==> config.mk <==
export PLATFORM = sky130hd
export DESIGN_NAME = swc_queue
export DESIGN_NICKNAME = d
export VERILOG_FILES = /design/src/sv/swc_queue.sv
export SDC_FILE = /design/constraint.sdc
export NUM_CORES = 1
export LEC_CHECK = 0
export BUFFER_PORTS_ARGS = -buffer_cell sky130_fd_sc_hd__buf_2
export CORE_MARGIN = 5
export CORE_UTILIZATION = 35
export CTS_BUF_LIST = sky130_fd_sc_hd__clkbuf_4
export CTS_CLUSTER_SIZE = 14
export DETAILED_ROUTE_END_ITERATION = 6
export HOLD_SLACK_MARGIN = 0.12
export SYNTH_ARGS = -nofsm -noshare
export SYNTH_HDL_FRONTEND = slang
export SYNTH_SLANG_ARGS = --single-unit
==> constraint.sdc <==
create_clock -name clock -period 4.05 [get_ports clock]
set_input_delay 0.81 -clock clock [delete_from_list [all_inputs] [get_ports clock]]
set_output_delay 0.81 -clock clock [all_outputs]
set_load 0.1 [all_outputs]
==> src/sv/swc_queue.sv <==
`timescale 1ns / 1ps
module swc_queue #(
   parameter int WIDTH = 8,
   parameter int DEPTH = 2,
   localparam int PTR_W = (DEPTH > 1) ? $clog2(DEPTH) : 1,
   localparam int CNT_W = $clog2(DEPTH + 1)
) (
   input  logic             clock,
   input  logic             reset,
   input  logic             push_valid,
   output logic             push_ready,
   input  logic [WIDTH-1:0] push_data,
   output logic             pop_valid,
   input  logic             pop_ready,
   output logic [WIDTH-1:0] pop_data
);

   logic [WIDTH-1:0] entry_ff [DEPTH];
   logic [PTR_W-1:0] wr_ff, wr_in, rd_ff, rd_in;
   logic [CNT_W-1:0] count_ff, count_in;
   logic             push, pop;

   assign push_ready = (count_ff != CNT_W'(DEPTH));
   assign pop_valid  = (count_ff != '0);
   assign push       = push_valid && push_ready;
   assign pop        = pop_valid && pop_ready;
   assign pop_data   = entry_ff[rd_ff];

   always_comb begin
      wr_in    = wr_ff;
      rd_in    = rd_ff;
      count_in = count_ff;
      if (push) begin
         wr_in = (32'(wr_ff) == DEPTH - 1) ? '0 : wr_ff + 1'b1;
      end
      if (pop) begin
         rd_in = (32'(rd_ff) == DEPTH - 1) ? '0 : rd_ff + 1'b1;
      end
      if (push && !pop) begin
         count_in = count_ff + 1'b1;
      end else if (pop && !push) begin
         count_in = count_ff - 1'b1;
      end
   end

   always_ff @(posedge clock) begin
      if (reset) begin
         wr_ff    <= '0;
         rd_ff    <= '0;
         count_ff <= '0;
      end else begin
         wr_ff    <= wr_in;
         rd_ff    <= rd_in;
         count_ff <= count_in;
      end
   end

   always_ff @(posedge clock) begin
      if (push) begin
         entry_ff[wr_ff] <= push_data;
      end
   end

endmodule

==> impl_results.md, run 1 <==
- First-pass GRT wire length: 1.96 mm
- Detailed placement HPWL: 879 um
- Root Buffer: clkbuf_4
- I/O Buffers: 21
- Fin. max-slew vios: 0
- Final Hold Viols: 0
- Chip Height: 58.0 um
- Placed Cells: 97
- Commonest register cell after synthesis: edfxtp_1
- Largest net degree at the start of global routing: 13
- H-tree levels: 1
- Mean post-synth cell area: approximately 16 um^2
- Worst Setup Path Type: flip-flop to output port
- # clock sinks: 21
- Yosys reg bits: 21
- WP buf/inv: 1
- HP Start: rd_ff
- Req. time, crit path: about 3.2 ns
- Crit. End Element: output port
- Netlist cell types: 17
- Synthesis Warnings: 0
- Number of diodes: 0
- Critical path peak fanout: 8
- # resized after CTS: 0
- Leading area contributor after synthesis: edfxtp_1
- Min Tclk post-route: 2.32 ns
- EDFF count, synth: 16
- Slowest stage cell, crit path: dfxtp_1
- RSZ-0062 raised after global routing: no
- Setup TNS: 0 ns
- Share of cells above drive strength 1: 49.3%
- Relative slew slack: 67.6%
- Cell Count, Final, Fillers Out: ~100
- RR Endpoint: count_ff[1]
- Critical Path AT: about 1.5 ns
- Share of the synthesized area in the top cell type: 59.6%
- Hold Crit Depth: 2
- Standard-cell rows: 17
- Synth area leaders: edfxtp_1 (60%), dfxtp_1 (12%), mux2_2 (11%)
- Total CTS buffers: 3
- Vias post-DR: 441
- Total grt overflow: 0
- Critical path startpoint category: flip-flop
- Die ar.: 3360 um^2
- Routed length per instance: 11.7 um
- Max_cap viols: 0
- Starting Density: 36.4%
- Post-Synthesis Cell Area: slightly above 800 um^2
- Gpl congestion: 0.638
- Final Cycle Share: roughly 57%
- Layout Nets: between 80 and 90
- Min-Delay Path Class: flip-flop to flip-flop
- 1st-iter DRT viols: 7
- Skew final: 0.00113 ns
- Cells after Synth: just under 50
- Post-CTS setup buffers: 0
- Vias in the first global route: 486
- CTS tree: done
- Cts hold-fix bufs: 0
- Top-Level Pins: 22
- Cell Chain, Critical Path: mux2_2 > buf_2
- Via density: 4.37
- Area growth from synthesis to layout: 20.2%
- Most frequent cell after synthesis: edfxtp_1
- Status: completed
- Reg area: 581 um^2
- Worst slew pin tran: around 0.49 ns
- Sequential element share of the synthesized area: slightly above 70%
- Fillers: 224
- Detailed Routing Iterations Pass 1: 2
- Pre-CTS setup slack: 2.03 ns
- Clock transition at path regs: around 0.11 ns
- Crit path max-delay family: flip-flops
- CTS max path bufs: 2
- Max stage delay on crit path: 0.55 ns
- DRT antenna net count: 0
- R2R cell count: 4
- Clk_lat worst skew: 0.29 ns
- Slack of the critical path: 1.73 ns
- Register-to-Register Setup Slack: 2.48 ns
- Reg2reg start: count_ff[1]
- Initial antenna violation count: 0
- Multi-input gate area: 216 um^2
- Die Width: 58.0 um
- Ys async rst share: 0%
- FMAX: between 400 and 500 MHz
- Final setup violation count: 0
- Residual DRC: 0
- Most instantiated cells after synthesis: edfxtp_1 (16), mux2_2 (8), dfxtp_1 (5)
- Total GRT Usage: 7.62%
- Hold slack: between 0.5 and 0.6 ns
- Syn Nets: 62
- Drt total wl: around 1.2 mm
- Core footprint: 2210 um^2
-- per-layer routing --
layer  up-vias  GRT usage [%]  share of wire [%]
li1        226              -                  -
met1       199           8.79                 44
met2        16           12.4                 47
met3         0           3.34                9.4
met4         0           2.98                  0
met5         -              0                  0
-- state kept, by name, summed over array words and instances, names as in the netlist, named ones only --
signal	flops
count_ff	2
wr_ff	1
entry_ff	16
rd_ff	1
-- final cells by class --
class                           count  area share [%]
Sequential cell                    21            59.9
Clock buffer                        3            2.33
Tap cell                           28            3.62
Clock inverter                      1           0.517
Multi-Input combinational cell     26            22.4
Timing Repair Buffer               21            10.9
Inverter                            1           0.388
-- how the worst max path moves through the flow --
stage                     startpoint  slack (ns)  cells past startpoint          end
after detailed placement   flip-flop        2.03                      2  pop_data[6]
after CTS                  flip-flop        1.69                      2  pop_data[6]
after floorplan            flip-flop        2.22                      2  pop_data[0]
after global routing       flip-flop        1.64                      2  pop_data[2]
final                      flip-flop        1.73                      2  pop_data[6]
after global placement     flip-flop        2.04                      2  pop_data[6]
-- worst register-to-register path: cells and delay by family (launching register included) --
kind | cells | cell delay (ns)
AND/OR/NAND/NOR | 1 | 0.37
adder cells (fa/ha/maj) | 1 | 0.32
flip-flops | 1 | 0.37
AO/OA/AOI/OAI | 2 | 0.44
-- cells by family after synthesis --
kind of cell	synth area share (%)
multiplexers	11.2
buffers and inverters	1.09
AO/OA/AOI/OAI	3.73
adder cells (fa/ha/maj)	1.55
XOR/XNOR	3.26
flip-flops	72.1
AND/OR/NAND/NOR	7.14
-- stage by stage --
| stage | instance area [um^2] | utilization (%) |
|---|---|---|
| 2_1_floorplan | 806 | - |
| 3_3_place_gp | 941 | 42.5 |
| 3_5_place_dp | 941 | 42.5 |
| 4_1_cts | 968 | 43.8 |
| 5_1_grt | 968 | 43.8 |
| 6_report | 968 | 43.8 |
-- layout by cell type (no fill, tap or decap) --
cell type,instances
and2_1,1
nand3b_1,1
nor2_1,3
or3_1,1
and3_1,1
buf_2,21
dfxtp_1,5
a21bo_2,1
clkinv_2,1
xor2_1,3
nand2b_4,1
mux2_2,8
ha_1,1
o21ai_0,2
inv_1,1
or2_2,1
a21oi_1,2
clkbuf_4,3
edfxtp_1,16
Power of run 1 is left out: the tool's default activity adds up to more than one toggle a clock period on the data nets, which glitch-free logic cannot reach.
==> run 2, diff against run 1 <==
==> constraint.sdc (replaced) <==
create_clock -name clock -period 1.91 [get_ports clock]
set_input_delay 0.382 -clock clock [delete_from_list [all_inputs] [get_ports clock]]
set_output_delay 0.382 -clock clock [all_outputs]
set_load 0.1 [all_outputs]
==> impl_results.md, run 2 (synthesized netlist as in run 1, its figures left out) <==
- Top-Level Pins: 22 (unchanged)
- 1st-iter DRT viols: 6 (was 7)
- Max stage delay on crit path: 0.45 ns (was 0.55 ns)
- RSZ-0062 raised after global routing: no (unchanged)
- Final Hold Viols: 0 (unchanged)
- Min Tclk post-route: 1.77 ns
- Post-CTS setup buffers: 0 (unchanged)
- WP buf/inv: 1 (unchanged)
- Worst slew pin tran: 0.489 ns (about the same)
- Min-Delay Path Class: primary input to flip-flop (was flip-flop to flip-flop)
- Commonest non-fill, non-tap cell in the layout: buf_2 (unchanged)
- Detailed placement HPWL: 879 um (unchanged)
- Detailed Routing Iterations Pass 1: 2 (unchanged)
- Total CTS buffers: 3 (unchanged)
- Number of diodes: 0 (unchanged)
- Clk_lat worst skew: 0.29 ns (about the same)
- Routed length per instance: 11.7 um (about the same)
- Slowest stage cell, crit path: dfxtp_2 (was dfxtp_1)
- I/O Buffers: 21 (unchanged)
- Critical Path AT: 1.39 ns (was 1.51 ns)
- Skew final: 0.00230 ns (was 0.00113 ns)
- Largest Register: entry_ff (unchanged)
- Setup TNS: 0 ns (unchanged)
- Final Cycle Share: slightly above 90%
- Residual DRC: 0 (unchanged)
- Via density: 4.39 (was 4.37)
- Initial antenna violation count: 0 (unchanged)
- Req. time, crit path: 1.53 ns (was 3.24 ns)
- # clock sinks: 21 (unchanged)
- Fin. max-slew vios: 0 (unchanged)
- Chip Height: 58.0 um (unchanged)
- Starting Density: 36.4% (unchanged)
- Standard-cell rows: 17 (unchanged)
- Share of cells above drive strength 1: 50.7% (was 49.3%)
- CTS max path bufs: 2 (unchanged)
- Area growth from synthesis to layout: 20.3% (was 20.2%)
- H-tree levels: 1 (unchanged)
- Largest register FFs: 16 (unchanged)
- Worst Setup Path Type: flip-flop to output port (unchanged)
- Die ar.: 3360 um^2 (unchanged)
- Cell Chain, Critical Path: mux2_2 > buf_2 (unchanged)
- Largest net degree at the start of global routing: 13 (unchanged)
- Total GRT Usage: 7.62% (unchanged)
- Max_cap viols: 0 (unchanged)
- FMAX: 564 MHz
- Status: completed (unchanged)
- Critical path peak fanout: 8 (unchanged)
- Critical path startpoint category: flip-flop (unchanged)
- CTS tree: done (unchanged)
- Final setup violation count: 0 (unchanged)
- DRT antenna net count: 0 (unchanged)
- Commonest cells after routing, fill and taps aside: buf_2 (21), edfxtp_1 (16), mux2_2 (8) (unchanged)
- Root Buffer: clkbuf_4 (unchanged)
- Drt total wl: 1.18 mm (about the same)
- Total grt overflow: 0 (unchanged)
- Layout Nets: 87 (unchanged)
- Die Width: 58.0 um (unchanged)
- Relative slew slack: 67.6% (about the same)
- Crit path max-delay family: flip-flops (unchanged)
- Vias post-DR: 443 (was 441)
- Largest regs: entry_ff (16), count_ff (2) (unchanged)
- Gpl congestion: 0.638 (unchanged)
- Core footprint: 2210 um^2 (unchanged)
- Vias in the first global route: 486 (unchanged)
- Clock transition at path regs: 0.11 ns (about the same)
- First-pass GRT wire length: 1.96 mm (unchanged)
- Crit. End Element: output port (unchanged)
run 2: cell counts in the layout (fill, tap and decap cells not counted):
No cell type changed its count.
run 2: final cells by class:
class                      count  area [um^2]
fill                         223         1240
sequential                    21          582
multi-input combinational     26          216
timing repair buffer          21          105
tap                           28         35.0
clock buffer                   3         22.5
clock inverter                 1         5.00
inverter                       1         3.75
run 2: through the flow:
| step | cell area [um^2] | hold slack, ns | std cells | utilization, % | worst slack, ns |
|---|---|---|---|---|---|
| global placement | 941 | 0.488 | 97 | 42.5 | 0.327 |
| finish | 970 | 0.274 | 101 | 43.8 | 0.138 |
| CTS | 970 | 0.266 | 101 | 43.8 | 0.103 |
| floorplan | 806 | 0.451 | 49 | - | 0.191 |
| detailed placement | 941 | 0.490 | 97 | 42.5 | 0.323 |
| global route | 970 | 0.257 | 101 | 43.8 | 0.0650 |
run 2: repair_timing:
action | in CTS | in global routing
endpoints found under the hold margin | 0 | 0
resized for setup | 1 | 0
hold buffers | 0 | 0
endpoints found under the setup margin | 8 | 0
run 2: worst paths after layout:
| path | from | end | slack [ns] | cells past startpoint |
|---|---|---|---|---|
| max | flip-flop | pop_data[6] | 0.14 | 2 |
| min | push_data[1] | entry_ff[0][1] | 0.27 | 1 |
| max reg2reg | count_ff[1] | count_ff[1] | 0.34 | 4 |
| min reg2reg | rd_ff | flip-flop | 0.51 | 2 |
run 2: routing by layer:
metal / GRT usage, % / part of all wire (%)
met1: 8.79 / 44
met2: 12.4 / 47
met3: 3.34 / 9.4
met4: 2.98 / 0
met5: 0 / 0
Power of run 2 is left out for the same reason.
==> run 3, diff against run 2 <==
--- a/config.mk
+++ b/config.mk
@@ -11,6 +11,7 @@
 export CTS_BUF_LIST = sky130_fd_sc_hd__clkbuf_4
 export CTS_CLUSTER_SIZE = 14
 export DETAILED_ROUTE_END_ITERATION = 6
+export GPL_TIMING_DRIVEN = 0
 export HOLD_SLACK_MARGIN = 0.12
 export SYNTH_ARGS = -nofsm -noshare
 export SYNTH_HDL_FRONTEND = slang
==> impl_results.md, run 3 (synthesized netlist as in run 1, its figures left out) <==
- Die ar.: 3360 um^2 (unchanged)
- Slack of the critical path: 0.119 ns (was 0.138 ns)
- Residual DRC: 0 (unchanged)
- H-tree levels: 1 (unchanged)
- Crit. End Element: output port (unchanged)
- Met2 WL post-DR: 583 um (was 550 um)
- Largest regs: entry_ff (16), count_ff (2) (unchanged)
- Largest net degree at the start of global routing: 12 (was 13)
- Skew final: 0.000662 ns (was 0.00230 ns)
- Chip Height: 58.0 um (unchanged)
- Vias in the first global route: 516 (was 486)
- Final Hold Viols: 0 (unchanged)
- Area growth from synthesis to layout: 23.6% (was 20.3%)
- Vias post-DR: 453 (was 443)
- RSZ-0062 raised after global routing: no (unchanged)
- R2R cell count: 4 (unchanged)
- 1st-iter DRT viols: 12 (was 6)
- Core footprint: 2210 um^2 (unchanged)
- Fin. max-slew vios: 0 (unchanged)
- FMAX: 558 MHz (was 564 MHz)
- Number of diodes: 0 (unchanged)
- Detailed Routing Iterations Pass 1: 2 (unchanged)
- CTS tree: done (unchanged)
- Routed length per instance: 12.4 um (was 11.7 um)
- Met3 routed WL: 108 um (was 111 um)
- Critical path peak fanout: 8 (unchanged)
- Final Cycle Share: 93.8% (was 92.8%)
- Total CTS buffers: 3 (unchanged)
- # clock sinks: 21 (unchanged)
- DRT antenna net count: 0 (unchanged)
- Largest register FFs: 16 (unchanged)
- Via density: 4.44 (was 4.39)
- CTS max path bufs: 2 (unchanged)
- Hold slack: 0.274 ns (about the same)
- Largest Register: entry_ff (unchanged)
- Min Tclk post-route: 1.79 ns (was 1.77 ns)
- Clk_lat worst skew: 0.29 ns (about the same)
- Clock transition at path regs: 0.10 ns (was 0.11 ns)
- Status: completed (unchanged)
- Initial antenna violation count: 0 (unchanged)
- Total grt overflow: 0 (unchanged)
- Worst slew pin tran: 0.493 ns (was 0.489 ns)
- Min-Delay Path Class: primary input to flip-flop (unchanged)
- Top-Level Pins: 22 (unchanged)
- Total GRT Usage: 9.00% (was 7.62%)
- Post-DP Area: 946 um^2 (was 941 um^2)
- Final setup violation count: 0 (unchanged)
- Critical Path AT: 1.41 ns (was 1.39 ns)
- Top Layer Used: met3 (unchanged)
- Share of cells above drive strength 1: 50.0% (was 50.7%)
- Worst Setup Path Type: flip-flop to output port (unchanged)
- Pre-CTS setup slack: 0.342 ns (was 0.323 ns)
- First-pass GRT wire length: 2.26 mm (was 1.96 mm)
- Standard-cell rows: 17 (unchanged)
- Layout Nets: 88 (was 87)
- Gpl congestion: 0.663 (was 0.638)
- Critical path startpoint category: flip-flop (unchanged)
- Starting Density: 36.4% (unchanged)
- Root Buffer: clkbuf_4 (unchanged)
- Drt total wl: 1.26 mm (was 1.18 mm)
- Relative slew slack: 67.3% (was 67.6%)
- Post-CTS setup buffers: 0 (unchanged)
- Commonest non-fill, non-tap cell in the layout: edfxtp_1 (was buf_2)
- Commonest cells after routing, fill and taps aside: edfxtp_1 (16), buf_2 (14), mux2_2 (8), buf_4 (8), dfxtp_1 (5) (was buf_2 (21), edfxtp_1 (16), mux2_2 (8))
- Metal1 wirelength: 570 um (was 517 um)
- Fin area: 996 um^2 (was 970 um^2)
- Hold Crit Depth: 1 (unchanged)
- Die Width: 58.0 um (unchanged)
- Setup TNS: 0 ns (unchanged)
- I/O Buffers: 21 (unchanged)
- Max_cap viols: 0 (unchanged)
- Req. time, crit path: 1.53 ns (about the same)
[run 3: changes by cell type in the layout (fill, tap and decap cells not counted), sizes merged]
cell / change
clkbuf: +1
clkinv: -1
buf: +1
[run 3: path summary, 6_finish.rpt]
check,end,slack (ns),startpoint
worst max register to register,count_ff[1],0.32,count_ff[0]
worst min register to register,flip-flop,0.52,rd_ff
worst min-delay path,entry_ff[1][3],0.27,push_data[3]
worst max-delay path,pop_data[2],0.12,flip-flop
[run 3: final cells by class]
type | count | area (um^2)
Tap cell | 28 | 35.0
Buffer | 1 | 5.00
Timing Repair Buffer | 21 | 125
Inverter | 1 | 3.75
Fill cell | 203 | 1220
Sequential cell | 21 | 581
Multi-Input combinational cell | 26 | 216
Clock buffer | 4 | 30.0
[run 3: critical path: stages (launching register included)]
cell and delay, ns:
dfxtp_1 0.32, buf_2 0.21, mux2_2 0.36, buf_4 0.23
[run 3: through the flow]
step           util, %  cells
6_report          45.0    102
5_1_grt           45.0    102
4_1_cts           44.1    102
3_5_place_dp      42.8     98
3_3_place_gp      42.8     98
2_1_floorplan        -     49
[run 3: per-layer routing]
layer | vias to the layer above | GRT usage (%)
met2 | 16 | 13.5
li1 | 230 | -
met5 | - | 0
met1 | 207 | 11.4
met4 | 0 | 3.97
met3 | 0 | 3.56
[run 3: repair_timing]
item / 4_1_cts / 5_1_grt
resized for setup: 0 / 16
hold buffers: 0 / 0
setup endpoints to repair: 0 / 8
Power of run 3 is left out for the same reason.
